## src/design/hlcp_pkg.sv

```systemverilog
// Shared types and constants for the hop-limited cheapest path block.
// Used by the controller, the datapath and the top level; depends on nothing.
package hlcp_pkg;

   localparam int MODE_W       = 2;
   localparam int NODE_ID_W    = 6;
   localparam int COST_IN_W    = 16;
   localparam int STOPS_W      = 6;
   localparam int NODE_COUNT_W = 7;
   localparam int RESULT_W     = 31;
   localparam int DIST_W       = 30;

   localparam int DEF_MAX_NODES = 64;
   localparam int DEF_MAX_EDGES = 256;
   localparam int DEF_COST_BITS = 16;

   localparam logic [DIST_W-1:0]       UNREACHED       = 30'd1000000010;
   localparam logic [DIST_W-1:0]       COST_CAP        = 30'd1000000009;
   localparam logic [NODE_COUNT_W-1:0] NODE_COUNT_RST  = 7'd64;

   localparam logic [MODE_W-1:0] MODE_CLEAR = 2'd0;
   localparam logic [MODE_W-1:0] MODE_ADD   = 2'd1;
   localparam logic [MODE_W-1:0] MODE_QUERY = 2'd2;

   typedef enum logic [3:0] {
      ST_IDLE,
      ST_INIT,
      ST_COPY,
      ST_EDGES,
      ST_DRAIN,
      ST_ROUND_END,
      ST_FETCH,
      ST_RESULT
   } state_type;

   typedef struct packed {
      logic clear_edges;
      logic add_edge;
      logic start_query;
      logic init_sweep;
      logic copy_sweep;
      logic edge_pass;
      logic round_end;
      logic fetch;
      logic load_result;
   } cmd_type;

   typedef struct packed {
      logic query_bad;
      logic init_last;
      logic copy_last;
      logic edges_issued;
      logic pipe_empty;
      logic rounds_over;
      logic out_full;
   } status_type;

endpackage

```

## src/design/hlcp_ctrl.sv

```systemverilog
// Controller state machine for the hop-limited cheapest path block.
// Depends on hlcp_pkg; drives the datapath through cmd_type and reads status_type.
module hlcp_ctrl (
   input  logic                              clock,
   input  logic                              reset,
   input  logic                              req_valid,
   output logic                              req_ready,
   input  logic [hlcp_pkg::MODE_W-1:0]       req_mode,
   input  hlcp_pkg::status_type              status,
   output hlcp_pkg::cmd_type                 cmd
);

   import hlcp_pkg::*;

   state_type state_ff;
   state_type state_in;

   always_ff @(posedge clock) begin
      if (reset) begin
         state_ff <= ST_IDLE;
      end else begin
         state_ff <= state_in;
      end
   end

   always_comb begin
      state_in = state_ff;
      unique case (state_ff)
         ST_IDLE: begin
            if (req_valid && (req_mode == MODE_QUERY)) begin
               state_in = status.query_bad ? ST_RESULT : ST_INIT;
            end
         end
         ST_INIT: begin
            if (status.init_last) begin
               state_in = ST_COPY;
            end
         end
         ST_COPY: begin
            if (status.copy_last) begin
               state_in = ST_EDGES;
            end
         end
         ST_EDGES: begin
            if (status.edges_issued) begin
               state_in = ST_DRAIN;
            end
         end
         ST_DRAIN: begin
            if (status.pipe_empty) begin
               state_in = ST_ROUND_END;
            end
         end
         ST_ROUND_END: begin
            state_in = status.rounds_over ? ST_FETCH : ST_COPY;
         end
         ST_FETCH: begin
            state_in = ST_RESULT;
         end
         ST_RESULT: begin
            if (!status.out_full) begin
               state_in = ST_IDLE;
            end
         end
         default: begin
            state_in = ST_IDLE;
         end
      endcase
   end

   always_comb begin
      cmd       = '0;
      req_ready = 1'b0;
      unique case (state_ff)
         ST_IDLE: begin
            req_ready = 1'b1;
            if (req_valid) begin
               unique case (req_mode)
                  MODE_CLEAR: cmd.clear_edges = 1'b1;
                  MODE_ADD:   cmd.add_edge    = 1'b1;
                  MODE_QUERY: cmd.start_query = 1'b1;
                  default:    cmd           = '0;
               endcase
            end
         end
         ST_INIT:      cmd.init_sweep  = 1'b1;
         ST_COPY:      cmd.copy_sweep  = 1'b1;
         ST_EDGES:     cmd.edge_pass   = 1'b1;
         ST_DRAIN:     cmd             = '0;
         ST_ROUND_END: cmd.round_end   = 1'b1;
         ST_FETCH:     cmd.fetch       = 1'b1;
         ST_RESULT:    cmd.load_result = !status.out_full;
         default:      cmd             = '0;
      endcase
   end

endmodule

```

## config.mk

```make
export PLATFORM = sky130hd
export DESIGN_NAME = hlcp_ctrl
export DESIGN_NICKNAME = d
export VERILOG_FILES = /design/src/design/hlcp_pkg.sv /design/src/design/hlcp_ctrl.sv
export SDC_FILE = /design/constraint.sdc
export NUM_CORES = 1
export LEC_CHECK = 0
export BUFFER_PORTS_ARGS = -buffer_cell sky130_fd_sc_hd__buf_4
export CELL_PAD_IN_SITES_DETAIL_PLACEMENT = 1
export CELL_PAD_IN_SITES_GLOBAL_PLACEMENT = 1
export CORE_AREA = 2 2 39 41
export CTS_BUF_LIST = sky130_fd_sc_hd__clkbuf_8
export CTS_CLUSTER_SIZE = 24
export DETAILED_ROUTE_END_ITERATION = 6
export DIE_AREA = 0 0 41 43
export GPL_ROUTABILITY_DRIVEN = 0
export GPL_TIMING_DRIVEN = 0
export PLACE_DENSITY_LB_ADDON = 0.1
export SLEW_MARGIN = 20
export SYNTH_ARGS = -nofsm -noshare
export SYNTH_HDL_FRONTEND = slang
export SYNTH_SLANG_ARGS = --single-unit
```

## constraint.sdc

```tcl
create_clock -name clock -period 2 [get_ports clock]
set_input_delay 0.1 -clock clock [delete_from_list [all_inputs] [get_ports clock]]
set_output_delay 0.1 -clock clock [all_outputs]
set_load 0.1 [all_outputs]
```

==> impl_results.md <==
* IO Pins at 22
* Path type of the worst setup path: flop to output pin
* Cell area reported after detailed placement at around 560 µm²
* Power per cell area at between 1500 and 2000 mW/mm²
* Critical-path cell list: buf_4 -> nand2_1 -> nor3_2 -> buf_4
* TritonCTS clock tree: yes
* Switching power as a share of total power at a little under three fifths
* Library cell with the largest summed area after synthesis: sky130_fd_sc_hd__dfxtp_1
* Resized Gates After CTS at 0
* Starting density of the core at around 25%
* Number of sinks driven by the clock tree at 3
* Vias in the first global route at between 300 and 400
* Number of diodes added for antenna fixing at 0
* Worst-skew pair later-pin latency at about 0.21 ns
* Max Cap Violations at 0
* Final global-route overflow total at 0
* Ratio of cells with drive above 1 in the final layout at ~62%
* Worst path arrival time at 1.44 ns
* Area growth, synth to finish at 77.0%
* Class of the most critical hold timing path: primary input to flop
* Die H at about 43 µm
* Maximum fanout count along the critical path at 10
* Outcome: finished, final reports clean
* Clock root cell: sky130_fd_sc_hd__clkbuf_8
* Number of buffer cells added on primary ports at 21
* Clock transition at the registers of the reported paths at roughly 0.030 ns
* Die span in x at a little over 40 µm
* Comb power frac at around 76%
* Min Hold Slack at around 0.079 ns
* Final number of setup-violating endpoints at 0
* Unique cell type count in the Yosys netlist at 28
* Max Root-Sink Buffers at 2
* Peak supply drop at between 600 and 700 µV
* Fraction of registers with async set or reset after synthesis at 0%
* Pre-antenna DRT Iters at 4
* Global-route usage over all layers at approximately an eighth
* Total power at roughly 1.2 mW
* Number of enable-type register cells in the synthesized netlist at 0
* Unrepaired setup endpoints after global routing: no
* Number of flip-flops in the largest register at 3
* Power dissipated by switching net loads at 0.656 mW
* Wire length per cell after detailed routing at between 10 and 15 µm
* Synthesized area divided by synthesized cell count at 8.57 µm²
* Final cell area excluding filler cells at slightly above 600 µm²
* Leak at between 0.2 and 0.3 nW
* Half-perimeter wire length after detailed placement at roughly 750 µm
* H-tree depth at 1
* Sequential area share after synthesis at between 15 and 20%
* Fin util at a little over two fifths
* Leading registers by flop count: state_ff x3
* Type of element capturing the critical path: output pin
* P_int at around 0.5 mW
* Power share of the sequential group at between 10 and 15%
* Clock network fraction of design power at about 14%
* Number of buffers created by CTS at 3
* Synthesized flop and latch total at 3
* Global-route wire length before repair at between 1.5 and 2 mm
* Most flop-heavy register: state_ff
* Final Max Slew Viols at 0
* Final period demand of the worst path at between 1.5 and 2 ns
* Largest net degree at the start of global routing at 11
* Critical path startpoint category: flop
* Top achievable clock speed at between 600 and 700 MHz
* Top cells by instance count after synthesis: 3 x sky130_fd_sc_hd__buf_4, 3 x sky130_fd_sc_hd__dfxtp_1, 3 x sky130_fd_sc_hd__inv_1, 3 x sky130_fd_sc_hd__nor2_1, 3 x sky130_fd_sc_hd__nor3b_1
* Post-Syn Nets at 52
* Highest-delay cell along the critical path: sky130_fd_sc_hd__dfxtp_1
* Actual transition at the worst max-transition pin at around 0.29 ns
* Antenna violations before repair at 0
* Final Skew at roughly 0.00023 ns
* Portion of the clock cycle consumed by the worst path in the final layout at ~77%
* Post-cts hold buffer count at 0
* Data required time of the worst path at 1.90 ns
* DRC violations left at 0
* Core area at ~0.0014 mm²
* Antenna viol nets, final at 0
* Worst slew margin relative to its limit at between 80% and 90%
* Synthesized area at ~340 µm²
* Gate count of the mapped netlist at 40
* Delay of the slowest cell on the worst path at between 0.4 and 0.5 ns
* Cell types with the largest area share after synthesis: sky130_fd_sc_hd__dfxtp_1 18%, sky130_fd_sc_hd__buf_4 6.6%, sky130_fd_sc_hd__nor3b_1 6.6%
* Sum of routed wire length over all layers at a little over 900 µm
* Post-CTS Repair Setup Buffers at 0
* Most used DFF post-synth: sky130_fd_sc_hd__dfxtp_1
* Area of the die at about 0.0018 mm²
* Std cell rows at 14
* Initial DRC Count at 2
* Routed vias at 402
* Critical path's most frequent cell: sky130_fd_sc_hd__buf_4
* Yosys top cell area share at about 18%
* Final hold violation count at 0
* Nets at just under 80
* Vias per cell at 4.96
* Yosys warning total at 0
path summary, 6_finish.rpt:
check,start,end,slack [ns],depth (start not counted)
hold reg to reg,state_ff[0]$_SDFFE_PP0P_,state_ff[1]$_SDFFE_PP0P_,0.81,3
setup / recovery,state_ff[1]$_SDFFE_PP0P_,cmd[0],0.46,4
hold / removal,reset,state_ff[1]$_SDFFE_PP0P_,0.08,2
setup reg to reg,state_ff[1]$_SDFFE_PP0P_,state_ff[0]$_SDFFE_PP0P_,0.54,4
cell usage in the layout, fill, tap and decap left out, drive strengths merged:
cell type,synthesis,routed
a211oi,1,1
a21o,1,1
a221oi,1,1
a22oi,1,1
a311oi,1,1
a41oi,1,1
and3,2,2
and4b,1,1
buf,4,25
clkbuf,0,3
dfxtp,3,3
inv,3,4
mux2,1,1
mux2i,1,1
nand2,2,2
nand3,1,1
nand3b,1,1
nor2,3,3
nor2b,1,1
nor3,3,3
nor3b,4,4
nor4,1,1
nor4bb,1,1
o21ai,2,2
cell type report:
class / instances / area [µm²]
flip-flops and latches: 3 / 61.3
fillers: 173 / 777
inverters: 3 / 11.3
clock inverters: 1 / 3.75
plain buffers: 4 / 35.0
multi-input cells: 30 / 277
well taps: 16 / 20.0
repair buffers: 21 / 158
clock buffers: 3 / 41.3
power groups by stage:
stage	Sequential, mW	Clock (mW)	Combinational [mW]
floorplan	0.113	0	0.739
global placement	0.117	0	0.884
detailed placement	0.119	0	0.886
CTS	0.119	0.169	0.885
global route	0.122	0.181	0.930
finish	0.118	0.165	0.882
critical path: cells and delay by family, from the launching register on:
| family | cells | cell delay [ns] |
|---|---|---|
| flip-flops | 1 | 0.47 |
| AND/OR/NAND/NOR | 2 | 0.21 |
| buffers and inverters | 2 | 0.54 |
kinds of logic after synthesis:
| logic type | count (synthesis) | synth area share [%] |
|---|---|---|
| AOI/OAI and AO/OA | 8 | 20.4 |
| and+or+nand+nor | 20 | 43.4 |
| muxes | 2 | 7.30 |
| buffers and inverters | 7 | 11.3 |
| DFF | 3 | 17.5 |
stage by stage:
step | setup WS (ns) | setup TNS, ns | cells
floorplan | -0.950 | -3.99 | 40
global placement | 0.557 | 0 | 77
detailed placement | 0.535 | 0 | 77
CTS | 0.445 | 0 | 81
global route | 0.323 | 0 | 81
finish | 0.459 | 0 | 81
layer usage:
layer	up-vias	routed length (µm)	share of wire, %	GRT usage [%]
li1	201	-	-	-
met1	185	391	42	17.3
met2	16	477	51	19.1
met3	0	65	7.0	1.57
met4	0	0	0	6.00
met5	-	0	0	0
Power figures use the tool's default switching activity.
